File: src/hw/rtl/hsv_to_rgb_convert_core_assert.svh
// Assertion macros for the HSV to RGB converter.
`ifndef HSV_TO_RGB_CONVERT_CORE_ASSERT_SVH
`define HSV_TO_RGB_CONVERT_CORE_ASSERT_SVH

`ifndef SYNTHESIS
// Condition holds at every edge out of reset.
`define H2R_ASSERT_ALWAYS(lbl, cond) \
	lbl: assert property (@(posedge clk) disable iff (!arst_n) (cond)) \
		else $error("h2r assertion failed");
// Antecedent implies consequent in the same cycle.
`define H2R_ASSERT_IMPLY(lbl, ante, cons) \
	lbl: assert property (@(posedge clk) disable iff (!arst_n) (ante) |-> (cons)) \
		else $error("h2r assertion failed");
// Antecedent implies consequent in the next cycle.
`define H2R_ASSERT_NEXT(lbl, ante, cons) \
	lbl: assert property (@(posedge clk) disable iff (!arst_n) (ante) |=> (cons)) \
		else $error("h2r assertion failed");
`else
`define H2R_ASSERT_ALWAYS(lbl, cond)
`define H2R_ASSERT_IMPLY(lbl, ante, cons)
`define H2R_ASSERT_NEXT(lbl, ante, cons)
`endif

`endif

File: src/hw/rtl/h2r_pkg.sv
// Shared types, constants and helpers of the HSV to RGB converter.
package h2r_pkg;

	localparam int HUE_W = 15;
	localparam int CFG_W = 9;
	localparam int CH_W  = 8;
	localparam int REG_IDX_W = 1;

	localparam logic [CFG_W-1:0] UNIT = 9'd256;

	// floor(a/15) for a below 2^12 by reciprocal multiply
	localparam logic [15:0] DIV15_MUL = 16'd34953;

	typedef enum logic [REG_IDX_W-1:0] {
		REG_SATURATION = 1'b0,
		REG_BRIGHTNESS = 1'b1
	} reg_idx_t;

	typedef enum logic [2:0] {
		SEC_R_TO_Y = 3'd0,
		SEC_Y_TO_G = 3'd1,
		SEC_G_TO_C = 3'd2,
		SEC_C_TO_B = 3'd3,
		SEC_B_TO_M = 3'd4,
		SEC_M_TO_R = 3'd5
	} sector_t;

	typedef struct packed {
		logic [CFG_W-1:0] sat;
		logic [CFG_W-1:0] val;
		logic [CH_W-1:0]  c_byte;
		logic [CH_W-1:0]  z_byte;
	} cfg_t;

	typedef struct packed {
		logic full;
		logic empty;
	} q_stat_t;

	function automatic logic [8:0] div15(input logic [11:0] a);
		logic [27:0] prod;
		prod = 28'(a) * 28'(DIV15_MUL);
		return prod[27:19];
	endfunction

endpackage

File: src/hw/rtl/h2r_front.sv
// Front end: accepts hues, finds the sector and the distance from its pair's centre.
module h2r_front #(
	parameter int HUE_FRAC_BITS = 6,
	localparam int P = 60 << HUE_FRAC_BITS,
	localparam int DW = $clog2(P + 1),
	localparam int ITEM_W = 3 + DW
) (
	input  logic                    clk,
	input  logic                    arst_n,
	input  logic                    in_valid,
	output logic                    in_ready,
	input  logic [h2r_pkg::HUE_W-1:0] hue,
	input  logic                    q_full,
	output logic                    q_push,
	output logic [ITEM_W-1:0]       q_item
);

	localparam int TWO_P = 2 * P;

	logic                      adv;
	logic                      v_s1, v_s2;
	logic [h2r_pkg::HUE_W-1:0] h_s1, h_s2;
	h2r_pkg::sector_t          sec_s2;
	logic [8:0]                qt_s2;
	logic [2:0]                cnt_c;
	logic [h2r_pkg::HUE_W-1:0] t_c;
	logic [16:0]               te_c, pe_c;
	logic [DW-1:0]             d_c;

	// advance unless the last stage holds an item the queue cannot take
	assign adv      = !(v_s2 && q_full);
	assign in_ready = adv;
	assign q_push   = v_s2 && !q_full;

	always_comb begin
		cnt_c = 3'd0;
		for (int k = 1; k <= 5; k++) begin
			if (20'(h_s1) >= 20'(k * P)) begin
				cnt_c = cnt_c + 3'd1;
			end
		end
	end

	always_ff @(posedge clk or negedge arst_n) begin
		if (!arst_n) begin
			v_s1 <= 1'b0;
			v_s2 <= 1'b0;
		end else if (adv) begin
			v_s1 <= in_valid;
			v_s2 <= v_s1;
		end
	end

	always_ff @(posedge clk) begin
		if (adv) begin
			h_s1   <= hue;
			h_s2   <= h_s1;
			sec_s2 <= h2r_pkg::sector_t'(cnt_c);
			// hue divided by two sectors: shift out 8<<F, then divide by 15
			qt_s2  <= h2r_pkg::div15(12'(h_s1 >> (HUE_FRAC_BITS + 3)));
		end
	end

	always_comb begin
		t_c  = h_s2 - h2r_pkg::HUE_W'(32'(qt_s2) * TWO_P);
		te_c = 17'(t_c);
		pe_c = 17'(P);
		d_c  = DW'((te_c >= pe_c) ? (te_c - pe_c) : (pe_c - te_c));
	end

	assign q_item = {sec_s2, d_c};

endmodule

File: src/hw/rtl/h2r_queue.sv
// Short item queue between the front end and the arithmetic back end.
module h2r_queue #(
	parameter int W = 8,
	parameter int DEPTH = 4
) (
	input  logic             clk,
	input  logic             arst_n,
	input  logic             push,
	input  logic [W-1:0]     wr_item,
	input  logic             pop,
	output logic [W-1:0]     rd_item,
	output h2r_pkg::q_stat_t stat
);

	localparam int PTR_W = (DEPTH > 1) ? $clog2(DEPTH) : 1;
	localparam int CNT_W = $clog2(DEPTH + 1);

	logic [W-1:0]     slots_q [DEPTH];
	logic [PTR_W-1:0] wr_ptr_q, rd_ptr_q;
	logic [CNT_W-1:0] count_q;

	assign stat.full  = (count_q == CNT_W'(DEPTH));
	assign stat.empty = (count_q == '0);
	assign rd_item    = slots_q[rd_ptr_q];

	always_ff @(posedge clk or negedge arst_n) begin
		if (!arst_n) begin
			wr_ptr_q <= '0;
			rd_ptr_q <= '0;
			count_q  <= '0;
		end else begin
			if (push) begin
				wr_ptr_q <= (wr_ptr_q == PTR_W'(DEPTH - 1)) ? '0 : wr_ptr_q + 1'b1;
			end
			if (pop) begin
				rd_ptr_q <= (rd_ptr_q == PTR_W'(DEPTH - 1)) ? '0 : rd_ptr_q + 1'b1;
			end
			if (push && !pop) begin
				count_q <= count_q + 1'b1;
			end else if (pop && !push) begin
				count_q <= count_q - 1'b1;
			end
		end
	end

	always_ff @(posedge clk) begin
		if (push) begin
			slots_q[wr_ptr_q] <= wr_item;
		end
	end

endmodule

File: src/hw/rtl/h2r_back.sv
// Back end: scales the secondary component and assigns channels by sector.
module h2r_back #(
	parameter int HUE_FRAC_BITS = 6,
	localparam int P = 60 << HUE_FRAC_BITS,
	localparam int DW = $clog2(P + 1),
	localparam int ITEM_W = 3 + DW
) (
	input  logic                     clk,
	input  logic                     arst_n,
	input  logic [ITEM_W-1:0]        q_item,
	input  logic                     q_empty,
	output logic                     q_pop,
	input  h2r_pkg::cfg_t            cfg,
	output logic                     out_valid,
	input  logic                     out_ready,
	output logic [h2r_pkg::CH_W-1:0] red,
	output logic [h2r_pkg::CH_W-1:0] green,
	output logic [h2r_pkg::CH_W-1:0] blue
);

	localparam int SDW = h2r_pkg::CFG_W + DW;
	localparam int QW  = $clog2(256 * P + 1);
	localparam int VQW = h2r_pkg::CFG_W + QW;
	localparam int XW  = VQW + 8;
	localparam int Y_LSB = 18 + HUE_FRAC_BITS;

	logic                      adv;
	logic                      v_b1, v_b2, v_b3, v_b4;
	h2r_pkg::sector_t          sec_in, sec_b1, sec_b2, sec_b3;
	logic [DW-1:0]             d_in;
	logic [SDW-1:0]            sd_b1;
	logic [QW-1:0]             q_c;
	logic [VQW-1:0]            vq_b2;
	logic [XW-1:0]             x_c;
	logic [11:0]               y_b3;
	logic [8:0]                xq_c;
	logic [h2r_pkg::CH_W-1:0]  xb_c, c_b, z_b;
	logic [h2r_pkg::CH_W-1:0]  r_c, g_c, b_c;

	assign adv       = !v_b4 || out_ready;
	assign q_pop     = adv && !q_empty;
	assign out_valid = v_b4;
	assign sec_in    = h2r_pkg::sector_t'(q_item[ITEM_W-1 -: 3]);
	assign d_in      = q_item[DW-1:0];

	// numerator 256*P - s*d, times v, times 255, over 65536*P
	assign q_c = QW'(256 * P) - QW'(sd_b1);
	assign x_c = {vq_b2, 8'b0} - XW'(vq_b2);

	always_comb begin
		xq_c = h2r_pkg::div15(y_b3);
		xb_c = (xq_c > 9'd255) ? 8'hFF : xq_c[7:0];
		c_b  = cfg.c_byte;
		z_b  = cfg.z_byte;
		case (sec_b3)
			h2r_pkg::SEC_R_TO_Y: begin r_c = c_b;  g_c = xb_c; b_c = z_b;  end
			h2r_pkg::SEC_Y_TO_G: begin r_c = xb_c; g_c = c_b;  b_c = z_b;  end
			h2r_pkg::SEC_G_TO_C: begin r_c = z_b;  g_c = c_b;  b_c = xb_c; end
			h2r_pkg::SEC_C_TO_B: begin r_c = z_b;  g_c = xb_c; b_c = c_b;  end
			h2r_pkg::SEC_B_TO_M: begin r_c = xb_c; g_c = z_b;  b_c = c_b;  end
			default:             begin r_c = c_b;  g_c = z_b;  b_c = xb_c; end
		endcase
	end

	always_ff @(posedge clk or negedge arst_n) begin
		if (!arst_n) begin
			v_b1 <= 1'b0;
			v_b2 <= 1'b0;
			v_b3 <= 1'b0;
			v_b4 <= 1'b0;
		end else if (adv) begin
			v_b1 <= !q_empty;
			v_b2 <= v_b1;
			v_b3 <= v_b2;
			v_b4 <= v_b3;
		end
	end

	always_ff @(posedge clk) begin
		if (adv) begin
			sec_b1 <= sec_in;
			sd_b1  <= SDW'(cfg.sat) * SDW'(d_in);
			sec_b2 <= sec_b1;
			vq_b2  <= VQW'(cfg.val) * VQW'(q_c);
			sec_b3 <= sec_b2;
			y_b3   <= x_c[Y_LSB +: 12];
			red    <= r_c;
			green  <= g_c;
			blue   <= b_c;
		end
	end

endmodule

File: src/hw/rtl/hsv_to_rgb_convert_core.sv
// Top level of the HSV to RGB converter: configuration registers and the two halves.
//
// Input channel: hue (1/64-degree steps by default) under in_valid/in_ready.
// Output channel: red, green, blue bytes under out_valid/out_ready.
// Saturation and brightness are written through write_en/reg_index/write_data,
// index 0 and 1; values above 256 act as 256. Write them only while idle.
// Throughput: one item per clock while out_ready stays high. A two-stage front end
// finds the sector and the distance from the centre of the sector pair, then a
// four-entry queue feeds a four-stage back end (a multiplier in every stage but
// the third) ending in the output register. A stalled receiver holds the back
// end; the queue absorbs the front end until full, then in_ready drops. Reset
// empties every stage and the queue and sets both saturation and brightness
// to 1.0.
`include "hsv_to_rgb_convert_core_assert.svh"

module hsv_to_rgb_convert_core #(
	parameter int HUE_FRAC_BITS = 6,
	parameter int QUEUE_DEPTH = 4
) (
	input  logic                          clk,
	input  logic                          arst_n,
	input  logic                          in_valid,
	output logic                          in_ready,
	input  logic [h2r_pkg::HUE_W-1:0]     hue,
	output logic                          out_valid,
	input  logic                          out_ready,
	output logic [h2r_pkg::CH_W-1:0]      red,
	output logic [h2r_pkg::CH_W-1:0]      green,
	output logic [h2r_pkg::CH_W-1:0]      blue,
	input  logic                          write_en,
	input  logic [h2r_pkg::REG_IDX_W-1:0] reg_index,
	input  logic [h2r_pkg::CFG_W-1:0]     write_data
);

	localparam int P = 60 << HUE_FRAC_BITS;
	localparam int ITEM_W = 3 + $clog2(P + 1);

	logic [h2r_pkg::CFG_W-1:0] sat_q, val_q, wr_sat_c;
	logic [16:0]               vz_c, c255_c;
	logic [24:0]               z255_c;
	h2r_pkg::cfg_t             cfg;
	h2r_pkg::q_stat_t          q_stat;
	logic                      q_push, q_pop;
	logic [ITEM_W-1:0]         wr_item, rd_item;

	// clip to 1.0 on write
	assign wr_sat_c = (write_data > h2r_pkg::UNIT) ? h2r_pkg::UNIT : write_data;

	always_ff @(posedge clk or negedge arst_n) begin
		if (!arst_n) begin
			sat_q <= h2r_pkg::UNIT;
			val_q <= h2r_pkg::UNIT;
		end else if (write_en) begin
			case (h2r_pkg::reg_idx_t'(reg_index))
				h2r_pkg::REG_SATURATION: sat_q <= wr_sat_c;
				h2r_pkg::REG_BRIGHTNESS: val_q <= wr_sat_c;
				default: ;
			endcase
		end
	end

	// full-chroma byte is floor(v*255/256); zero-channel byte floor(v*(256-s)*255/65536)
	always_comb begin
		vz_c   = 17'(val_q) * 17'(h2r_pkg::UNIT - sat_q);
		z255_c = {vz_c, 8'b0} - 25'(vz_c);
		c255_c = {val_q, 8'b0} - 17'(val_q);
		cfg.sat    = sat_q;
		cfg.val    = val_q;
		cfg.c_byte = c255_c[15:8];
		cfg.z_byte = z255_c[23:16];
	end

	h2r_front #(
		.HUE_FRAC_BITS(HUE_FRAC_BITS)
	) u_front (
		.clk     (clk),
		.arst_n  (arst_n),
		.in_valid(in_valid),
		.in_ready(in_ready),
		.hue     (hue),
		.q_full  (q_stat.full),
		.q_push  (q_push),
		.q_item  (wr_item)
	);

	h2r_queue #(
		.W    (ITEM_W),
		.DEPTH(QUEUE_DEPTH)
	) u_queue (
		.clk    (clk),
		.arst_n (arst_n),
		.push   (q_push),
		.wr_item(wr_item),
		.pop    (q_pop),
		.rd_item(rd_item),
		.stat   (q_stat)
	);

	h2r_back #(
		.HUE_FRAC_BITS(HUE_FRAC_BITS)
	) u_back (
		.clk      (clk),
		.arst_n   (arst_n),
		.q_item   (rd_item),
		.q_empty  (q_stat.empty),
		.q_pop    (q_pop),
		.cfg      (cfg),
		.out_valid(out_valid),
		.out_ready(out_ready),
		.red      (red),
		.green    (green),
		.blue     (blue)
	);

	`H2R_ASSERT_ALWAYS(a_cfg_in_range, (sat_q <= h2r_pkg::UNIT) && (val_q <= h2r_pkg::UNIT))
	`H2R_ASSERT_ALWAYS(a_chroma_over_floor, cfg.c_byte >= cfg.z_byte)
	`H2R_ASSERT_IMPLY(a_stall_only_on_full, !in_ready, q_stat.full)
	`H2R_ASSERT_NEXT(a_pop_needs_item, q_pop, !($past(q_stat.empty)))

endmodule
File: config.mk
export PLATFORM = sky130hd
export DESIGN_NAME = hsv_to_rgb_convert_core
export DESIGN_NICKNAME = d
export VERILOG_FILES = /design/src/hw/rtl/h2r_pkg.sv /design/src/hw/rtl/h2r_front.sv /design/src/hw/rtl/h2r_queue.sv /design/src/hw/rtl/h2r_back.sv /design/src/hw/rtl/hsv_to_rgb_convert_core.sv
export VERILOG_INCLUDE_DIRS = /design/src /design/src/hw/rtl
export SDC_FILE = /design/constraint.sdc
export NUM_CORES = 1
export LEC_CHECK = 0
export ABC_AREA = 0
export ABC_CLOCK_PERIOD_IN_PS = 17800
export BUFFER_PORTS_ARGS = -buffer_cell sky130_fd_sc_hd__buf_4
export CAP_MARGIN = 20
export CELL_PAD_IN_SITES_DETAIL_PLACEMENT = 0
export CELL_PAD_IN_SITES_GLOBAL_PLACEMENT = 1
export CORE_ASPECT_RATIO = 0.8
export CORE_UTILIZATION = 56
export CTS_CLUSTER_DIAMETER = 30
export CTS_CLUSTER_SIZE = 20
export DETAILED_ROUTE_END_ITERATION = 10
export PLACE_DENSITY_LB_ADDON = 0.1
export SLEW_MARGIN = 10
export SYNTH_ARGS = -nofsm -noshare
export SYNTH_HDL_FRONTEND = slang
export SYNTH_SLANG_ARGS = --single-unit
File: constraint.sdc
create_clock -name clk -period 17.8 [get_ports clk]
set_clock_uncertainty 0.1 [all_clocks]
set_input_delay 0.89 -clock clk [delete_from_list [all_inputs] [get_ports clk]]
set_output_delay 0.89 -clock clk [all_outputs]
set_load 0.02 [all_outputs]
After elaboration in Yosys (flattened, before gate mapping)
Memories as Yosys holds them, arrays and structs flattened.
Index checks and enable logic that the tools add are counted.
{"block": "op_classes", "bitwise": 1, "order_cmp": 8, "eq_ne": 7, "n_mux": 17, "addsub": 16, "multipliers": 6, "n_reduce_logical": 23}
{"operator": "$pmux W8 S2", "n": 3}
{"operator": "$sub A36 B29 Y36", "n": 1}
{"operator": "$ge A15 B12 Y1 const B", "n": 2}
{"operator": "$ge A15 B14 Y1 const B", "n": 2}
{"operator": "$mul A9 B20 Y29", "n": 1}
{"operator": "$mul A12 B16 Y28 const B", "n": 1}
{"operator": "$sub A24 B17 Y24", "n": 1}
{"operator": "$mul A6 B16 Y22 const B", "n": 1}
{"operator": "$mul A9 B12 Y20", "n": 1}
{"operator": "$sub A20 B20 Y20 const A", "n": 1}
{"operator": "$mux W3", "n": 6}
{"operator": "$mul A10 B10 Y17", "n": 1}
{"operator": "$sub A16 B9 Y16", "n": 1}
{"operator": "$ge A15 B13 Y1 const B", "n": 1}
{"operator": "$ge A15 B15 Y1 const B", "n": 1}
{"operator": "$sub A15 B15 Y15", "n": 1}
{"operator": "$add A3 B1 Y3 const B", "n": 4}
{"operator": "$mux W12", "n": 1}
{"operator": "$reduce_or A2 Y1", "n": 6}
{"operator": "$sub A12 B12 Y12 const A", "n": 1}
{"operator": "$sub A12 B12 Y12 const B", "n": 1}
{"operator": "$sub A9 B9 Y10 const A", "n": 1}
{"operator": "$gt A9 B8 Y1 const B", "n": 1}
{"operator": "$gt A9 B9 Y1 const B", "n": 1}
{"operator": "other kinds (19)", "n": 37}
{"block": "word_totals", "mem_bits_rw": 60, "wordCells": 103, "input_bits": 30, "memories": 1, "out_inout_bits": 26, "register_bits": 167}
{"memory": "u_queue.slots_q", "words": 4, "width": 15, "rd": 1, "rd_ports_with_merged_regs": 0, "wr": 1, "line": "h2r_queue.sv:18", "text": "logic [W-1:0] slots_q [DEPTH];"}

Logic depth before layout (Yosys ltp)
Gate-level depths: netlist of the first run.
{"block": "logic_depth", "depth_word": 10, "depth_mapped": 32, "ltp_nobuf": 32}

Hierarchy
Synthesis of the first run repeated with hierarchy kept, for this count alone.
{"block": "unflattened", "cells_unflattened": 2398, "hier_area_um2": 24385.9}
{"module": "h2r_back", "seq_area_each_um2": 2922.8, "area_per_inst_um2": 14875.5, "n_inst": 1, "cells_each": 1553}
{"module": "hsv_to_rgb_convert_core", "seq_area_each_um2": 452.9, "area_per_inst_um2": 4473.0, "n_inst": 1, "cells_each": 530}
{"module": "h2r_queue", "seq_area_each_um2": 1976.9, "area_per_inst_um2": 2617.5, "n_inst": 1, "cells_each": 116}
{"module": "h2r_front", "seq_area_each_um2": 1131.1, "area_per_inst_um2": 2419.8, "n_inst": 1, "cells_each": 199}

Least setup slack after synthesis of the first run
Ideal clock, no wire load.
{"block": "synth_path", "kind": "reg-to-reg", "from": "register sat_q[2] in the netlist's numbering", "to": "register u_back.blue[5] in the netlist's numbering (data pin)", "path_stages_with_launch": 31, "synth_period_minus_slack_ps": 8838, "n_path_buf": 1, "arrival_time_ps": 8473, "required_ps": 17435, "setup_ps": 265, "slack_ps": 8962, "path_cell_list": "dfrtp_1 > clkbuf_1 > nor4_1 > nand2_1 > nor3_1 > xor2_1 > and2_1 > fa_1 > fa_1 > fa_1 > fa_1 > inv_1 > fa_1 > inv_1 > ha_1 > a2111o_1 > or2_0 > o32ai_1 > o21bai_1 > a21oi_1 > xnor2_1 > ha_1 > nand3_1 > nor2_1 > a221o_1 > a311o_1 > a41o_4 > a2111oi_4 > mux2i_1 > a21oi_1 > or3_1"}
{"block": "synth_between", "elab_chain_cells": 4}
{"item": "start: declaration", "line": "hsv_to_rgb_convert_core.sv:38", "text": "logic [h2r_pkg::CFG_W-1:0] sat_q, val_q, wr_sat_c;"}
{"item": "start signal: assignment", "line": "hsv_to_rgb_convert_core.sv:51", "text": "sat_q <= h2r_pkg::UNIT;"}
{"item": "start signal: assignment", "line": "hsv_to_rgb_convert_core.sv:55", "text": "h2r_pkg::REG_SATURATION: sat_q <= wr_sat_c;"}
{"item": "$sub A9 B9 Y10", "line": "hsv_to_rgb_convert_core.sv:64", "text": "vz_c = 17'(val_q) * 17'(h2r_pkg::UNIT - sat_q);"}
{"item": "$mul A10 B10 Y17", "line": "hsv_to_rgb_convert_core.sv:64"}
{"item": "$sub A24 B17 Y24", "line": "hsv_to_rgb_convert_core.sv:65", "text": "z255_c = {vz_c, 8'b0} - 25'(vz_c);"}
{"item": "$pmux W8 S2", "line": "h2r_back.sv:55", "text": "case (sec_b3)"}
{"item": "net u_back.b_c (one bit)", "line": "h2r_back.sv:38", "text": "logic [h2r_pkg::CH_W-1:0] r_c, g_c, b_c;"}
{"item": "end signal: assignment", "line": "h2r_back.sv:89", "text": "blue <= b_c;"}
{"item": "end: declaration", "line": "h2r_back.sv:18", "text": "output logic [h2r_pkg::CH_W-1:0] blue"}
The timed path passes the listed nets, and every way through them passes these cells.
A chain may end at the register's enable or synchronous reset.

Worst setup path in the final report of the first run
{"block": "layout_path", "from": "register sat_q[0] in the netlist's numbering", "to": "register u_back.blue[5] in the netlist's numbering (data pin)"}
The elaborated chain is that of the path after synthesis.

==> results of run 1 <==
==> cells in the final DEF, fill, tap and decap left out, types with 6 or more instances in the layout <==
| cell type | n |
|---|---|
| nand4_1 | 6 |
| bufinv_16 | 8 |
| xor2_1 | 44 |
| nor4_1 | 13 |
| mux4_2 | 15 |
| and3_1 | 9 |
| xnor2_1 | 81 |
| o21a_1 | 7 |
| ha_1 | 256 |
| mux2i_1 | 8 |
| nor2_1 | 77 |
| nand2_1 | 298 |
| and2_1 | 166 |
| a21oi_1 | 73 |
| or3_1 | 14 |
| mux2_2 | 13 |
| buf_4 | 69 |
| edfxtp_1 | 190 |
| clkbuf_16 | 46 |
| o21ai_0 | 55 |
| dfrtp_1 | 29 |
| nand3_1 | 18 |
| nand2b_1 | 19 |
| inv_1 | 384 |
| a21o_1 | 22 |
| clkinv_1 | 8 |
| o211ai_1 | 10 |
| o21bai_1 | 6 |
| a211o_1 | 7 |
| a211oi_1 | 14 |
| or2_2 | 9 |
| o22ai_1 | 8 |
| o31ai_1 | 11 |
| nor3_1 | 31 |
| fa_1 | 271 |
| nor2b_1 | 14 |
==> cell families (layout without fill, tap and decap cells) <==
kind of cell / Yosys count / after routing / synth area share (%)
xor+xnor: 129 / 129 / 4.93
simple gates: 709 / 709 / 14.7
buf+inv: 455 / 541 / 7.12
mux: 36 / 36 / 2.35
compound gates: 280 / 280 / 7.95
fa+ha+maj: 527 / 527 / 36.0
flops: 221 / 221 / 27.0
==> registers in the layout, summed over array words and instances (netlist names), 2 cells and up <==
name and flops:
u_front.h_s2 15, u_front.qt_s2 3, u_front.h_s1 15, u_front.sec_s2 3, u_queue.rd_ptr_q 2, u_back.sec_b2 3, sat_q 9, u_queue.count_q 3
u_back.y_b3 12, u_back.sd_b1 20, u_back.sec_b1 3, u_back.red 8, val_q 9, u_back.vq_b2 29, u_queue.slots_q 60, u_back.sec_b3 3
u_back.blue 8, u_queue.wr_ptr_q 2, u_back.green 8
==> critical path: cells and delay by family (launching register included) <==
family	cells	cell delay, ns
AO/OA/AOI/OAI	9	2.72
adder cells (fa/ha/maj)	8	3.49
buffers and inverters	3	0.29
multiplexers	1	0.35
flip-flops	1	0.84
XOR/XNOR	2	0.93
AND/OR/NAND/NOR	6	1.12
==> final timing paths <==
path,end
setup / recovery,u_back.blue[5]
hold / removal,u_front.v_s1
setup reg to reg,u_back.blue[5]
hold reg to reg,u_front.h_s2[6]
max in group asynchronous,sat_q[8]
min in group clk,u_front.h_s2[6]
==> area by class of cell <==
type	instances	share of cell area [%]
Clock buffer	51	4.40
Clock inverter	35	1.81
Inverter	386	5.45
Multi-Input combinational cell	1681	59.4
Sequential cell	221	24.4
Tap cell	552	2.60
Timing Repair Buffer	69	1.95
==> through the flow <==
stage                     instance area (um^2)  utilization, %
after floorplan                          24000               -
after CTS                                26600            63.2
final                                    26600            63.2
after global placement                   25000            59.3
after detailed placement                 25000            59.3
after global routing                     26600            63.2
==> layer usage <==
metal / wire length, um / global-route usage, % / vias up
met3: 2670 / 3.84 / 74
met1: 23400 / 34.5 / 8249
met5: 0 / 0 / -
li1: - / - / 7879
met4: 1100 / 6.99 / 0
met2: 24500 / 40.8 / 427
==> impl_metrics.json, run 1 <==
{
  "fin_nets": 2962,
  "portBuffers": 55,
  "die_w_um": 233,
  "hp-class": "input pin to asynchronous set/reset pin",
  "cts_resized": 0,
  "cp-start-kind": "register",
  "root_buffer": "clkbuf_16",
  "critical-path-top-cell-by-count": "fa_1",
  "status": "complete, no violations",
  "core_mm2": 0.0421,
  "ys_seq_area_share_pct": 27.0,
  "tightestPinTransition_ns": 1.04,
  "slowest_delay_ns": 0.84,
  "critical_path_class": "register to register",
  "finalNonFillerCells": 2995,
  "multi_input_area_mm2": 0.0158,
  "place_ws_ns": 7.77,
  "fmax_ghz": 0.0985,
  "regToRegSetupSlack_ns": 7.64,
  "critPathRequiredTime_ns": 17.98,
  "ys_async_sr_fraction_pct": 14.0,
  "cp_slowest_cell": "dfrtp_1",
  "relSlewSlack_pct": 30.3,
  "avgViaCountPerCell": 5.55,
  "synth_common_cells": "384 x inv_1, 298 x nand2_1, 271 x fa_1",
  "n_fill_cell": 3474,
  "drive_gt1_share_pct": 8.68,
  "setup_slack_ns": 7.64,
  "max-clock-path-buffers": 3,
  "start_util_pct": 57.0,
  "end_kind": "register",
  "cts_buffers": 46,
  "ant_nets": 0,
  "drt-total-wl_um": 51700,
  "n_antenna_cell": 0,
  "drt_iter0_drc": 991,
  "rr_startpoint": "sat_q[0]",
  "syn-num-nets": 2914,
  "synth-seq-cells": 221,
  "ios": 56,
  "wl_per_cell_um": 17.2,
  "dp.cells": 2909,
  "insertion_delay_ns": 0.59,
  "max_cap_violations": 0,
  "synth.largest_area_cell": "edfxtp_1",
  "synth.area.top_cells": "edfxtp_1 24%, fa_1 23%, ha_1 13%",
  "fin_crit_ns": 10.16,
  "hold_viol_final": 0,
  "cts_max_level": 2,
  "grt_pass1_wl_um": 86500,
  "critPathMaxFanout": 24,
  "synthFlopType": "edfxtp_1",
  "gp_congestion": 0.872,
  "vias": 16600,
  "syn_to_final_growth_pct": 10.9,
  "rsz0062_at_grt": "no",
  "yosys.area.top_type_share_pct": 23.8,
  "yosysMostFrequentCell": "inv_1",
  "tritoncts": "yes",
  "synth_edf_count": 190,
  "grt_max_degree": 65,
  "arrival_ns": 10.33,
  "die_height_um": 187,
  "hold_ws_ns": 0.136,
  "synthCells": 2357,
  "worstRegToRegCells": 29,
  "drc_errors": 0,
  "rows": 67,
  "ctsHoldBuffers": 0,
  "yosys_warnings": 0,
  "grt_pass1_vias": 17400,
  "critPathLaunch": "sat_q[0]",
  "grt.total_usage_pct": 24.9,
  "grt_antenna_before_repair": 0,
  "dieArea_mm2": 0.0437,
  "setup_viol": 0,
  "ff_latch_area_mm2": 0.00648,
  "slew_violations": 0,
  "dp_hpwl_um": 39900,
  "postCtsSetupBuffers": 0,
  "synth_cell_type_count": 87,
  "netlist_area_mm2": 0.0240,
  "avgSynthCellArea_um2": 10.2,
  "dr.pass1.iters": 5,
  "grt_overflow": 0,
  "clock-sinks": 221,
  "finalSetupTns_ns": 0,
  "clk_pin_slew_ns": 0.05,
  "timing.final.crit_share_pct": 57.1
}
Power of run 1 is left out: the tool's default activity adds up to more than one toggle a clock period on the data nets, which glitch-free logic cannot reach.
==> run 2, diff against run 1 <==
--- a/config.mk
+++ b/config.mk
@@ -7,13 +7,13 @@
 export NUM_CORES = 1
 export LEC_CHECK = 0
 export ABC_AREA = 0
-export ABC_CLOCK_PERIOD_IN_PS = 17800
+export ABC_CLOCK_PERIOD_IN_PS = 9030
 export BUFFER_PORTS_ARGS = -buffer_cell sky130_fd_sc_hd__buf_4
 export CAP_MARGIN = 20
 export CELL_PAD_IN_SITES_DETAIL_PLACEMENT = 0
 export CELL_PAD_IN_SITES_GLOBAL_PLACEMENT = 1
 export CORE_ASPECT_RATIO = 0.8
-export CORE_UTILIZATION = 56
+export CORE_UTILIZATION = 47
 export CTS_CLUSTER_DIAMETER = 30
 export CTS_CLUSTER_SIZE = 20
 export DETAILED_ROUTE_END_ITERATION = 10
==> constraint.sdc (replaced) <==
create_clock -name clk -period 9.03 [get_ports clk]
set_clock_uncertainty 0.1 [all_clocks]
set_input_delay 0.4515 -clock clk [delete_from_list [all_inputs] [get_ports clk]]
set_output_delay 0.4515 -clock clk [all_outputs]
set_load 0.02 [all_outputs]
==> run 2 against run 1 <==
Register-to-register slack worse by 7.4 ns. Wire length up 1.2%. Highest routed layer unchanged. Critical path depth up 1. Cell count up 5.3%. Maximum frequency is 16% higher. Worst hold slack lost 0.048 ns. Global-route usage shrank 3.9 points. Via count down 0.69%.
==> impl_metrics.json, run 2 (synthesis results as in run 1) <==
{
  "root_buffer": "clkbuf_16",
  "fin_nets": 3002,
  "critical-path-top-cell-by-count": "fa_1",
  "clock-sinks": 221,
  "regMostFlops": "u_queue.slots_q",
  "layout_commonest_cell": "inv_1",
  "top_layer": "met4",
  "critPathTopFamily": "adder cells",
  "dieArea_mm2": 0.0520,
  "fin_crit_ns": 8.77,
  "n_fill_cell": 4507,
  "status": "complete, no violations",
  "n_antenna_cell": 0,
  "largest_reg_flops": 60,
  "slowest_delay_ns": 0.59,
  "end_kind": "register",
  "grt.total_usage_pct": 21.0,
  "critPathMaxFanout": 6,
  "slew_violations": 0,
  "syn_to_final_growth_pct": 12.6,
  "drt-total-wl_um": 52300,
  "drt_iter0_drc": 720,
  "tritoncts": "yes",
  "insertion_delay_ns": 0.57,
  "hp-class": "input pin to register",
  "drc_errors": 0,
  "mostFrequentLayoutCells": "384 x inv_1, 297 x nand2_1, 271 x fa_1, 255 x ha_1, 190 x edfxtp_1",
  "setup_viol": 0,
  "hold_viol_final": 0,
  "dr_wl_met3_um": 2580,
  "portBuffers": 55,
  "cts_max_level": 2,
  "critical_path_class": "register to register",
  "tightestPinTransition_ns": 1.02,
  "relSlewSlack_pct": 31.7,
  "fmax_ghz": 0.114,
  "reg_top3": "u_queue.slots_q x60, u_back.vq_b2 x29, u_back.sd_b1 x20",
  "cp-start-kind": "register",
  "grt_max_degree": 66,
  "grt_pass1_wl_um": 86200,
  "wl_per_cell_um": 16.6,
  "die_w_um": 255,
  "drive_gt1_share_pct": 9.76,
  "avgViaCountPerCell": 5.23,
  "max_cap_violations": 0,
  "arrival_ns": 8.97,
  "core_mm2": 0.0501,
  "route.layer.met1.wl_um": 25000,
  "cts_buffers": 43,
  "grt_pass1_vias": 16800,
  "vias": 16500,
  "grt_antenna_before_repair": 1,
  "grt_overflow": 0,
  "postLayoutCellArea_mm2": 0.0270,
  "post_dp_cell_area_mm2": 0.0253,
  "start_util_pct": 47.9,
  "clk_pin_slew_ns": 0.05,
  "rows": 73,
  "timing.final.crit_share_pct": 97.1,
  "critPathBufInv": 3,
  "die_height_um": 204,
  "gp_congestion": 0.879,
  "wl_met2_um": 23700,
  "ant_nets": 0,
  "dr.pass1.iters": 5,
  "dp_hpwl_um": 40800,
  "cp_slowest_cell": "fa_1",
  "critPathRequiredTime_ns": 9.23,
  "max-clock-path-buffers": 3,
  "ios": 56
}
## run 2: routing by layer
metal  up-vias  global-route usage (%)
li1       7969                       -
met1      8155                    30.1
met2       320                    33.3
met3        71                    3.22
met4         0                    5.35
met5         -                       0
## run 2: per-stage QoR
step,utilization [%],cells,setup TNS [ns],setup WS (ns),hold WS (ns)
finish,54.0,3155,0,0.261,0.0878
global route,54.0,3155,-0.195,-0.105,0.0873
CTS,53.8,3150,0,0.0596,0.0628
detailed placement,50.5,3053,-0.157,-0.0612,0.305
global placement,50.5,3053,0,0.141,0.301
floorplan,-,2357,0,0.192,0.0559
## run 2: cell type report
type	instances	area, um^2	area share, %
clock inverters	30	378	1.40
clock buffers	50	1100	4.08
inverters	386	1450	5.36
flip-flops and latches	221	6480	24.0
well taps	675	845	3.13
repair buffers	112	883	3.27
multi-input cells	1681	15900	58.8
## run 2: final timing paths
path	start	to	slack (ns)	depth (start not counted)
min reg2reg	u_back.sec_b2[0]	u_back.sec_b3[0]	0.31	0
max	sat_q[2]	u_back.red[7]	0.26	30
max in group asynchronous	arst_n	val_q[8]	8.20	2
max reg2reg	sat_q[2]	u_back.red[7]	0.26	30
min in group asynchronous	arst_n	u_front.v_s2	0.29	2
min	write_data[8]	val_q[8]	0.09	2
## run 2: what timing repair did
action | CTS | global route
pin swaps | 0 | 9
hold buffers | 17 | 0
hold endpoints to repair | 45 | 0
resized for setup | 2 | 8
setup endpoints to repair | 4 | 16
setup buffers | 0 | 5
Power of run 2 is left out for the same reason.
==> run 3, diff against run 2 <==
--- a/config.mk
+++ b/config.mk
@@ -7,13 +7,13 @@
 export NUM_CORES = 1
 export LEC_CHECK = 0
 export ABC_AREA = 0
-export ABC_CLOCK_PERIOD_IN_PS = 9030
-export BUFFER_PORTS_ARGS = -buffer_cell sky130_fd_sc_hd__buf_4
+export ABC_CLOCK_PERIOD_IN_PS = 9800
+export BUFFER_PORTS_ARGS = -buffer_cell sky130_fd_sc_hd__buf_2
 export CAP_MARGIN = 20
 export CELL_PAD_IN_SITES_DETAIL_PLACEMENT = 0
 export CELL_PAD_IN_SITES_GLOBAL_PLACEMENT = 1
 export CORE_ASPECT_RATIO = 0.8
-export CORE_UTILIZATION = 47
+export CORE_UTILIZATION = 52
 export CTS_CLUSTER_DIAMETER = 30
 export CTS_CLUSTER_SIZE = 20
 export DETAILED_ROUTE_END_ITERATION = 10
==> constraint.sdc (replaced) <==
create_clock -name clk -period 9.8 [get_ports clk]
set_clock_uncertainty 0.1 [all_clocks]
set_input_delay 0.49 -clock clk [delete_from_list [all_inputs] [get_ports clk]]
set_output_delay 0.49 -clock clk [all_outputs]
set_load 0.02 [all_outputs]
==> run 3 against run 2 <==
Global-route usage up 2.1 points. Cell count down 1.9%. Register-to-register slack better by 0.23 ns.
==> impl_metrics.json, run 3 (synthesis results as in run 1) <==
{
  "finalSetupTns_ns": 0,
  "regToRegEndpoint": "u_back.blue[5]",
  "cts_buffers": 50,
  "critPathRequiredTime_ns": 10.00,
  "mostFrequentLayoutCells": "384 x inv_1, 298 x nand2_1, 271 x fa_1, 256 x ha_1, 190 x edfxtp_1",
  "hold_viol_final": 0,
  "core_mm2": 0.0456,
  "worstRegToRegCells": 29,
  "ant_nets": 0,
  "drt_iter0_drc": 888,
  "grt.total_usage_pct": 23.1,
  "critical-path-top-cell-by-count": "fa_1",
  "drt-total-wl_um": 52000,
  "reg_top3": "u_queue.slots_q x60, u_back.vq_b2 x29, u_back.sd_b1 x20",
  "root_buffer": "clkbuf_16",
  "die_w_um": 242,
  "clock-sinks": 221,
  "finalNonFillerCells": 3095,
  "status": "complete, no violations",
  "slew_violations": 0,
  "ios": 56,
  "max-clock-path-buffers": 3,
  "drc_errors": 0,
  "critPathMaxFanout": 9,
  "dp.cells": 2981,
  "dr.pass1.iters": 5,
  "layout_commonest_cell": "inv_1",
  "cp_slowest_cell": "fa_1",
  "regMostFlops": "u_queue.slots_q",
  "vias": 16600,
  "end_kind": "register",
  "grt_pass1_wl_um": 87000,
  "wl_per_cell_um": 16.8,
  "die_height_um": 194,
  "hp-class": "input pin to register",
  "min_path_cells": 3,
  "dieArea_mm2": 0.0470,
  "tightestPinTransition_ns": 0.997,
  "min_delay_worst_endpoint": "sat_q[3]",
  "largest_reg_flops": 60,
  "arrival_ns": 9.51,
  "drive_gt1_share_pct": 9.91,
  "fin_nets": 2998,
  "grt_overflow": 0,
  "fmax_ghz": 0.107,
  "insertion_delay_ns": 0.62,
  "relSlewSlack_pct": 33.0,
  "rr_startpoint": "sat_q[5]",
  "cts_max_level": 2,
  "dp_hpwl_um": 40300,
  "tritoncts": "yes",
  "n_antenna_cell": 0,
  "gp_congestion": 0.859,
  "syn_to_final_growth_pct": 12.7,
  "portBuffers": 55,
  "avgViaCountPerCell": 5.38,
  "setup_viol": 0,
  "grt_max_degree": 75,
  "max_cap_violations": 0,
  "hp-start": "write_data[3]",
  "fin_crit_ns": 9.31,
  "cp-start-kind": "register",
  "clk_pin_slew_ns": 0.05,
  "rows": 70,
  "slowest_delay_ns": 0.54,
  "regToRegSetupSlack_ns": 0.49,
  "grt_antenna_before_repair": 0,
  "grt_pass1_vias": 16900,
  "timing.final.crit_share_pct": 95.0,
  "critical_path_class": "register to register",
  "rsz0062_at_grt": "no",
  "start_util_pct": 52.6
}
## run 3: changes by cell type in the layout (fill, tap and decap cells not counted), moves of 2 or more
| cell | previous run | this run |
|---|---|---|
| clkbuf_1 | 7 | 1 |
| nor3_1 | 29 | 31 |
| buf_2 | 0 | 55 |
| xor2_2 | 1 | 3 |
| clkinv_8 | 0 | 2 |
| bufinv_16 | 5 | 8 |
| clkbuf_8 | 0 | 2 |
| clkinv_4 | 1 | 7 |
| clkinvlp_4 | 8 | 11 |
| buf_4 | 95 | 29 |
| clkbuf_16 | 43 | 50 |
| clkinv_2 | 4 | 2 |
| nor3_2 | 3 | 1 |
| xor2_1 | 44 | 42 |
## run 3: worst max-delay path: cells and delay by family, from the launching register on
| kind | cells | cell delay, ns |
|---|---|---|
| xor+xnor | 2 | 0.54 |
| mux | 1 | 0.30 |
| flops | 1 | 0.37 |
| compound gates | 9 | 2.66 |
| buf+inv | 2 | 0.09 |
| fa+ha+maj | 7 | 3.19 |
| simple gates | 8 | 1.75 |
## run 3: stage by stage
stage	util (%)	hold slack [ns]	setup WS (ns)	area [um^2]
2_1_floorplan	-	0.0944	0.962	24000
3_3_place_gp	54.8	0.302	0.455	25000
3_5_place_dp	54.8	0.305	0.280	25000
4_1_cts	59.2	0.102	0.198	27000
5_1_grt	59.3	0.132	0.0198	27000
6_report	59.3	0.142	0.490	27000
## run 3: layer usage
layer,vias to the layer above,GRT usage (%),part of all wire [%]
met3,63,3.49,4.6
met2,372,36.0,45
met4,0,5.63,1.7
met1,8241,33.8,48
met5,-,0,0
li1,7962,-,-
## run 3: layout make-up
cell class | instances | area, um^2
sequential | 221 | 6480
inverter | 386 | 1450
clock buffer | 53 | 1280
timing repair buffer | 101 | 663
fill | 3877 | 18600
clock inverter | 41 | 564
tap | 612 | 766
multi-input combinational | 1681 | 15800
## run 3: how the worst max path moves through the flow
stage,from,endpoint,slack [ns],cells past startpoint
finish,sat_q[5],u_back.blue[5],0.49,29
global route,sat_q[4],u_back.blue[5],0.02,29
CTS,sat_q[5],u_back.blue[5],0.20,29
detailed placement,sat_q[5],u_back.blue[5],0.28,29
global placement,sat_q[5],u_back.blue[5],0.46,29
floorplan,sat_q[2],u_back.blue[5],0.96,30
## run 3: what timing repair did
action | in CTS | in global routing
hold buffers | 17 | 0
resized for setup | 0 | 3
endpoints found under the hold margin | 45 | 0
setup endpoints to repair | 0 | 10
setup buffers | 0 | 2
Power of run 3 is left out for the same reason.
